<file path="config.mk">
export PLATFORM = sky130hd
export DESIGN_NAME = rmet_ctrl
export DESIGN_NICKNAME = d
export VERILOG_FILES = /design/src/hw/rtl/rmet_pkg.sv /design/src/hw/rtl/rmet_ctrl.sv
export SDC_FILE = /design/constraint.sdc
export NUM_CORES = 1
export LEC_CHECK = 0
export BUFFER_PORTS_ARGS = -buffer_cell sky130_fd_sc_hd__buf_2
export CORE_UTILIZATION = 49
export CTS_BUF_LIST = sky130_fd_sc_hd__clkbuf_4 sky130_fd_sc_hd__clkbuf_8 sky130_fd_sc_hd__clkbuf_16
export DETAILED_ROUTE_END_ITERATION = 16
export HOLD_SLACK_MARGIN = 0.05
export PLACE_DENSITY = 0.74
export REMOVE_ABC_BUFFERS = 1
export SLEW_MARGIN = 20
export SYNTH_ARGS = -nofsm -noshare
export SYNTH_HDL_FRONTEND = slang
export SYNTH_SLANG_ARGS = --single-unit
</file>
<file path="constraint.sdc">
create_clock -name i_clk -period 2.1 [get_ports i_clk]
set_input_delay 0.21 -clock i_clk [delete_from_list [all_inputs] [get_ports i_clk]]
set_output_delay 0.21 -clock i_clk [all_outputs]
set_load 0.005 [all_outputs]
</file>
<file path="src/hw/rtl/rmet_pkg.sv">
package rmet_pkg;

    localparam int FRAC_BITS = 40;
    localparam int FIX_W     = 64;
    localparam int ACC_W     = 130;
    localparam int MAG_W     = 128;
    localparam int QUO_BITS  = 63;
    localparam int CODE_W    = 11;

    typedef logic signed [FIX_W-1:0] t_fix;

    // configuration register indexes
    localparam logic [1:0] CFG_DEGREE = 2'd0;
    localparam logic [1:0] CFG_ESCAPE = 2'd1;
    localparam logic [1:0] CFG_ITER   = 2'd2;

    // product-sum operations
    localparam logic [2:0] OP_NORM = 3'd0;  // xr*xr + xi*xi
    localparam logic [2:0] OP_CRE  = 3'd1;  // pr*xr - pi*xi
    localparam logic [2:0] OP_CIM  = 3'd2;  // pr*xi + pi*xr
    localparam logic [2:0] OP_DEN  = 3'd3;  // mr*mr + pi*pi
    localparam logic [2:0] OP_NRE  = 3'd4;  // nr*mr + ni*pi
    localparam logic [2:0] OP_NIM  = 3'd5;  // ni*mr - nr*pi

    localparam t_fix ONE_FIX = 64'sh0000_0100_0000_0000;
    localparam t_fix SAT_RE  = 64'sh7FFF_FFFF_FFFF_FFFF;
    localparam t_fix SAT_IM  = 64'sh8000_0000_0000_0000;

    localparam logic [CODE_W-1:0] CODE_BOUNDED = 11'h7FF;
    localparam logic [CODE_W-1:0] LOWER_OFFSET = 11'd21;

    typedef struct packed {
        logic       load;
        logic       init_p;
        logic       mac_go;
        logic [2:0] mac_op;
        logic       sub_go;
        logic       div_go;
        logic       upd_x;
    } t_dp_cmd;

    typedef struct packed {
        logic mac_done;
        logic mac_busy;
        logic div_done;
        logic norm_ge;
        logic flt;
        logic xi_pos;
    } t_dp_sts;

endpackage

</file>
<file path="src/hw/rtl/rmet_ctrl.sv">
module rmet_ctrl import rmet_pkg::*; (
    input  logic              i_clk,
    input  logic              i_rst_n,
    input  logic              i_in_valid,
    output logic              o_in_ready,
    output logic              o_out_valid,
    input  logic              i_out_ready,
    output logic [CODE_W-1:0] o_code,
    input  logic [2:0]        i_degree,
    input  logic [7:0]        i_iter_lim,
    output t_dp_cmd           o_cmd,
    input  t_dp_sts           i_sts
);

    localparam logic [3:0] S_IDLE = 4'd0;
    localparam logic [3:0] S_CHK  = 4'd1;
    localparam logic [3:0] S_NORM = 4'd2;
    localparam logic [3:0] S_POW  = 4'd3;
    localparam logic [3:0] S_CRE  = 4'd4;
    localparam logic [3:0] S_CIM  = 4'd5;
    localparam logic [3:0] S_FCHK = 4'd6;
    localparam logic [3:0] S_SUB  = 4'd7;
    localparam logic [3:0] S_SUB2 = 4'd8;
    localparam logic [3:0] S_DEN  = 4'd9;
    localparam logic [3:0] S_NRE  = 4'd10;
    localparam logic [3:0] S_NIM  = 4'd11;
    localparam logic [3:0] S_DCHK = 4'd12;
    localparam logic [3:0] S_DIV  = 4'd13;
    localparam logic [3:0] S_UPD  = 4'd14;
    localparam logic [3:0] S_FIN  = 4'd15;

    logic [3:0]        r_state, n_state;
    logic [7:0]        r_iter, n_iter;
    logic [2:0]        r_j, n_j;
    logic              r_ovld;
    logic [CODE_W-1:0] r_code;
    t_dp_cmd           w_cmd;
    logic              w_fin_take;
    logic [CODE_W-1:0] w_code;

    assign w_fin_take = (r_state == S_FIN) && (!r_ovld || i_out_ready);

    // result code
    always_comb begin
        if (r_iter >= i_iter_lim) begin
            w_code = CODE_BOUNDED;
        end else if (i_sts.xi_pos) begin
            w_code = {2'd0, r_iter, 1'b0};
        end else begin
            w_code = {2'd0, r_iter, 1'b0} + LOWER_OFFSET;
        end
    end

    // sequencer
    always_comb begin
        n_state = r_state;
        n_iter  = r_iter;
        n_j     = r_j;
        w_cmd   = '0;
        case (r_state)
            S_IDLE: begin
                if (i_in_valid) begin
                    w_cmd.load = 1'b1;
                    n_iter     = 8'd0;
                    n_state    = S_CHK;
                end
            end
            S_CHK: begin
                if (r_iter >= i_iter_lim) begin
                    n_state = S_FIN;
                end else begin
                    w_cmd.mac_go = 1'b1;
                    w_cmd.mac_op = OP_NORM;
                    n_state      = S_NORM;
                end
            end
            S_NORM: begin
                if (i_sts.mac_done) begin
                    if (i_sts.norm_ge) begin
                        n_state = S_FIN;
                    end else begin
                        w_cmd.init_p = 1'b1;
                        n_j          = 3'd1;
                        n_state      = S_POW;
                    end
                end
            end
            S_POW: begin
                if (r_j >= i_degree) begin
                    n_state = S_SUB;
                end else begin
                    w_cmd.mac_go = 1'b1;
                    w_cmd.mac_op = OP_CRE;
                    n_state      = S_CRE;
                end
            end
            S_CRE: begin
                if (i_sts.mac_done) begin
                    w_cmd.mac_go = 1'b1;
                    w_cmd.mac_op = OP_CIM;
                    n_state      = S_CIM;
                end
            end
            S_CIM: begin
                if (i_sts.mac_done) begin
                    n_j     = r_j + 3'd1;
                    n_state = S_FCHK;
                end
            end
            S_FCHK: begin
                n_state = i_sts.flt ? S_UPD : S_POW;
            end
            S_SUB: begin
                w_cmd.sub_go = 1'b1;
                n_state      = S_SUB2;
            end
            S_SUB2: begin
                if (i_sts.flt) begin
                    n_state = S_UPD;
                end else begin
                    w_cmd.mac_go = 1'b1;
                    w_cmd.mac_op = OP_DEN;
                    n_state      = S_DEN;
                end
            end
            S_DEN: begin
                if (i_sts.mac_done) begin
                    w_cmd.mac_go = 1'b1;
                    w_cmd.mac_op = OP_NRE;
                    n_state      = S_NRE;
                end
            end
            S_NRE: begin
                if (i_sts.mac_done) begin
                    w_cmd.mac_go = 1'b1;
                    w_cmd.mac_op = OP_NIM;
                    n_state      = S_NIM;
                end
            end
            S_NIM: begin
                if (i_sts.mac_done) begin
                    n_state = S_DCHK;
                end
            end
            S_DCHK: begin
                if (i_sts.flt) begin
                    n_state = S_UPD;
                end else begin
                    w_cmd.div_go = 1'b1;
                    n_state      = S_DIV;
                end
            end
            S_DIV: begin
                if (i_sts.div_done) begin
                    n_state = S_UPD;
                end
            end
            S_UPD: begin
                w_cmd.upd_x = 1'b1;
                n_iter      = r_iter + 8'd1;
                n_state     = S_CHK;
            end
            S_FIN: begin
                if (w_fin_take) begin
                    n_state = S_IDLE;
                end
            end
            default: n_state = S_IDLE;
        endcase
    end

    always_ff @(posedge i_clk) begin
        if (!i_rst_n) begin
            r_state <= S_IDLE;
            r_iter  <= 8'd0;
            r_j     <= 3'd0;
            r_ovld  <= 1'b0;
        end else begin
            r_state <= n_state;
            r_iter  <= n_iter;
            r_j     <= n_j;
            if (r_ovld && i_out_ready) begin
                r_ovld <= 1'b0;
            end
            if (w_fin_take) begin
                r_ovld <= 1'b1;
            end
        end
    end

    // output register
    always_ff @(posedge i_clk) begin
        if (w_fin_take) begin
            r_code <= w_code;
        end
    end

    assign o_in_ready  = (r_state == S_IDLE);
    assign o_out_valid = r_ovld;
    assign o_code      = r_code;
    assign o_cmd       = w_cmd;

`ifndef SYNTHESIS
    a_norm_in_limit: assert property (@(posedge i_clk) disable iff (!i_rst_n)
        (r_state == S_NORM) |-> (r_iter < i_iter_lim))
        else $error("magnitude check past iteration limit");
    a_fin_loads_out: assert property (@(posedge i_clk) disable iff (!i_rst_n)
        w_fin_take |=> r_ovld)
        else $error("finished result not registered");
    a_div_no_fault: assert property (@(posedge i_clk) disable iff (!i_rst_n)
        w_cmd.div_go |-> !i_sts.flt)
        else $error("division started on a faulted step");
`endif

endmodule
</file>
* Yosys cells after proc, flatten, opt, wreduce, memory -nomap -nowiden *
Index checks and enable logic that the tools add are counted.

word-level totals
  bits in registers = 27
  input port bits = 21
  logic and storage cells = 87

operators by class
  add/sub/neg operators = 3
  $lt $le $gt $ge = 2
  equal/unequal tests = 25
  muxes and demuxes = 41
  reduce and logical (&&, ||, !) cells = 11

operator list
  cell                    number
  $mux W4                 18
  $pmux W4 S16            1
  $eq A4 B4 Y1 const B    8
  $pmux W4 S6             1
  $ne A2 B2 Y1 const B    10
  $eq A4 B3 Y1 const B    4
  $pmux W8 S2             1
  $mux W3                 4
  $mux W1                 11
  $add A9 B5 Y10 const B  1
  $mux W10                1
  $reduce_and A9 Y1       1
  $add A8 B1 Y8 const B   1
  $eq A4 B2 Y1 const B    2
  $ge A8 B8 Y1            1
  $mux W8                 1
  $pmux W3 S2             1
  $reduce_bool A2 Y1      3
  $eq A4 B1 Y1 const B    1
  $logic_not A4 Y1        1
  $mux W2                 2
  $reduce_and A4 Y1       1
  $add A3 B1 Y3 const B   1
  $ge A3 B3 Y1            1
  4 further kinds         5

* Longest topological paths before layout *
  word-level depth = 5
  gate-level depth with buffers = 7
  mapped depth without buffers = 7

* Worst setup path after synthesis *
Ideal clock, no wire load.

  path kind = flip-flop to flip-flop
  start point = register r_state[1]
  end point = register r_code[0] (netlist: o_code[0]) (enable)
  data arrival time = 1.760 ns
  path slack = -0.055 ns
  stages on the path, launching flop included = 5
  path buffers = 2
  period minus slack after synthesis = 2.155 ns
  cell sequence = dfxtp_1 -> buf_4 -> buf_4 -> nand2_1 -> nor3b_1

on the way
  word-level cells in the longest chain between the ends = 2

ends and longest elaborated chain
  item                      line              RTL
  start: declaration        rmet_ctrl.sv:32   logic [3:0] r_state, n_state;
  start signal: assignment  rmet_ctrl.sv:179  r_state <= n_state;
  $eq A4 B4 Y1              rmet_ctrl.sv:41   assign w_fin_take = (r_state == S_FIN) && (!r_ovld || i_out_ready);
  $logic_and A1 B1 Y1       rmet_ctrl.sv:41
  named net w_fin_take      rmet_ctrl.sv:38   logic w_fin_take;
  end signal: assignment    rmet_ctrl.sv:194  r_code <= w_code;
  end: declaration          rmet_ctrl.sv:36   logic [CODE_W-1:0] r_code;

The timed path passes the listed nets, and every way through them passes these cells.
A chain may end at the register's enable or synchronous reset.

==> results.toml <==
[outcome]
status = "finished clean"

[clocking]
cts_sinks = 27
cts_hold_buf = 0
htree_levels = 1
clk-insertion-delay-late_ns = 0.28
clk_path_buf_depth = 2
cts_made_buffers = 3
cts_tree = "built"
cts_root_buf = "clkbuf_8"
path_clk_slew_ns = 0.10

[logic_synthesis]
ys_seq_area_share_pct = 33.51
syn_avg_cell_area_sq_um = 8.480
async_flop_share_pct = 0
synth.most_common_cell = "nand2_1"
synth_seq_cells = 27
synth_common_cells = "nand2_1 (34), inv_1 (19), dfxtp_1 (16), nor2_1 (16), ha_1 (14)"
synth_top_area_cell = "edfxtp_1"
synth-edff-count = 11
syn-cell-area_sq_um = 1942
netlist.area_leader.share_pct = 17.01
synthDistinctLibCells = 55
synthFlopType = "dfxtp_1"
yosysWarnings = 0
synthTopCellsByArea = "edfxtp_1 (17%), dfxtp_1 (16%), ha_1 (9.0%), nand2_1 (6.6%), inv_1 (3.7%)"
syn_inst = 229

[global_route]
antenna_found_initial = 0
grt_use_total_pct = 22.42
grt_max_degree = 18
grt_pass1_wl_mm = 7.424
grt_pass1_vias = 1653
grt-ovfl-total = 0

[cells_and_area]
final_core_util_pct = 62.77
syn2layout_area_growth_pct = 21.00
drive_gt1_share_pct = 28.78
final_nets = 314
antennaDiodeCount = 0
fillCellCount = 348
design_area_sq_um = 2350
fin_cells = 326

[floorplan]
dieWidth_um = 64.95
die_area_sq_um = 4219
initial_core_util_pct = 51.87
die_h_um = 64.95
fp.coreArea_sq_um = 3744
io_pins = 43
rows = 22

[sta]
fin_crit_sh_pct = 97.73
slew_headroom_pct = 60.34
period_needed_ns = 2.052
rsz0062_at_grt = "true"
setup_tns_ns = 0
clock_skew_ns = 0.005042
slew_viol_final = 0
hold_viol_final = 0
timing.hold.ws_ns = 0.2433
setup_viol = 0
fmaxAchievable_mhz = 487.2
worstMarginPinSlew_ns = 0.5940

[setup_path]
worst_setup_path_start_kind = "flip-flop"
slowest_stage = "a2111o_1"
cp_cell_sequence = "inv_2, ha_4, nand2b_4, a2111o_1, a31oi_4, nand3_1, nand2_1, buf_2"
cp.required_ns = 1.89
cp_max_fo = 2
arrival_ns = 1.84
endpoint_kind = "output port"
cpPeakStageDelay_ns = 0.40
worstSetupPathType = "reg -> out"

[hold_path]
min_path_type = "in -> reg"

[place]
numPlacedInstances = 319
dp_hpwl_mm = 3.184
routabilityCongestion = 0.8600
place_area_sq_um = 2230
portBuffers = 41

[detailed_routing]
vias_per_cell = 5.528
vias = 1802
post-route-drc-count = 0
drt-initial-drc-count = 126
drt_wl_total_mm = 4.293
postRouteAntennaNets = 0
dr.pass1.iters = 4
avgRoutedWirePerCell_um = 13.17

[run]
cap_viol_max_count = 0

[pwr]
powerDensity_nw_per_um2 = 675.5
irDropWorstVdd_mv = 0.5704
leakage_nw = 1.122
==> area by class of cell <==
cell class                      instances  area, sq um  area share [%]
Multi-Input combinational cell        170         1181           50.27
Clock buffer                            3        41.29           1.757
Timing Repair Buffer                   58        332.8           14.16
Sequential cell                        27        655.6           27.90
Tap cell                               48        60.06           2.556
Inverter                               19        71.32           3.035
Clock inverter                          1        7.507          0.3195
==> worst max-delay path: cells and delay by family, from the launching register on <==
kind,cells,cell delay [ns]
AO/OA/AOI/OAI,2,0.57
adder cells (fa/ha/maj),1,0.20
buffers and inverters,2,0.15
flip-flops,1,0.35
AND/OR/NAND/NOR,3,0.28
==> power by group <==
| part | switching [mW] | internal (mW) | leakage, nW | total, mW |
|---|---|---|---|---|
| registers | 0.102 | 0.569 | 0.232 | 0.671 |
| clock network | 0.174 | 0.135 | 0.0217 | 0.309 |
| logic | 0.319 | 0.288 | 0.869 | 0.608 |
| total | 0.595 | 0.992 | 1.12 | 1.59 |
==> path summary, 6_finish.rpt <==
check | from | to | slack [ns] | depth (start not counted)
worst max-delay path | r_iter[0] | o_cmd[6] | 0.05 | 8
worst min register to register | r_j[0] | r_j[0] | 0.50 | 2
worst max register to register | r_iter[0] | o_code[5] | 0.15 | 8
worst min-delay path | i_sts[0] | o_code[0] | 0.24 | 2
==> sequential cells by signal, summed over array words and instances (netlist names) <==
signal       count
r_j              3
r_state          4
r_iter           8
o_code          11
o_out_valid      1
==> stage by stage <==
step / setup WS [ns] / power [mW]
floorplan: -0.2363 / 1.047
global placement: 0.05185 / 1.265
detailed placement: -0.001553 / 1.275
CTS: 0.04677 / 1.584
global route: -0.01926 / 1.700
finish: 0.04763 / 1.587
==> per-layer routing <==
layer / share of wire [%] / wire length (um) / GRT usage [%]
met5: 0 / 0 / 0
met4: 0.89 / 38 / 4.722
met3: 5.7 / 244 / 3.873
met2: 49 / 2087 / 38.80
met1: 45 / 1923 / 28.90
==> logic make-up after synthesis <==
| kind of cell | after synthesis | share of synthesized area [%] |
|---|---|---|
| xor+xnor | 8 | 3.608 |
| flops | 27 | 33.51 |
| buf+inv | 32 | 7.925 |
| simple gates | 90 | 24.81 |
| mux | 4 | 2.126 |
| fa+ha+maj | 14 | 9.021 |
| compound gates | 54 | 19.01 |
==> repair_timing <==
action                     4_1_cts  5_1_grt
pin swaps                        3        1
setup endpoints to repair        7        2
setup buffers                    2        1
resized for setup                6        4
cloned                           0        0
==> placed cells by master (no fill, tap or decap), types with 2 or more instances in the layout <==
master / n
a21o_1: 2
and2_1: 4
nand2_1: 34
clkbuf_8: 3
buf_2: 41
a31oi_1: 4
dfxtp_1: 12
a21boi_0: 2
nand3b_1: 2
a31oi_4: 2
dfxtp_2: 4
o211ai_1: 3
ha_1: 13
o21ai_0: 12
nand2b_1: 3
xor2_1: 4
mux2i_1: 3
nor2_1: 16
edfxtp_1: 11
nand3_1: 7
xnor2_1: 4
nor3_1: 5
nor2b_1: 5
inv_1: 18
buf_4: 17
a21oi_1: 13
nor3b_1: 3
No activity file was read; power rests on OpenSTA's default activity.
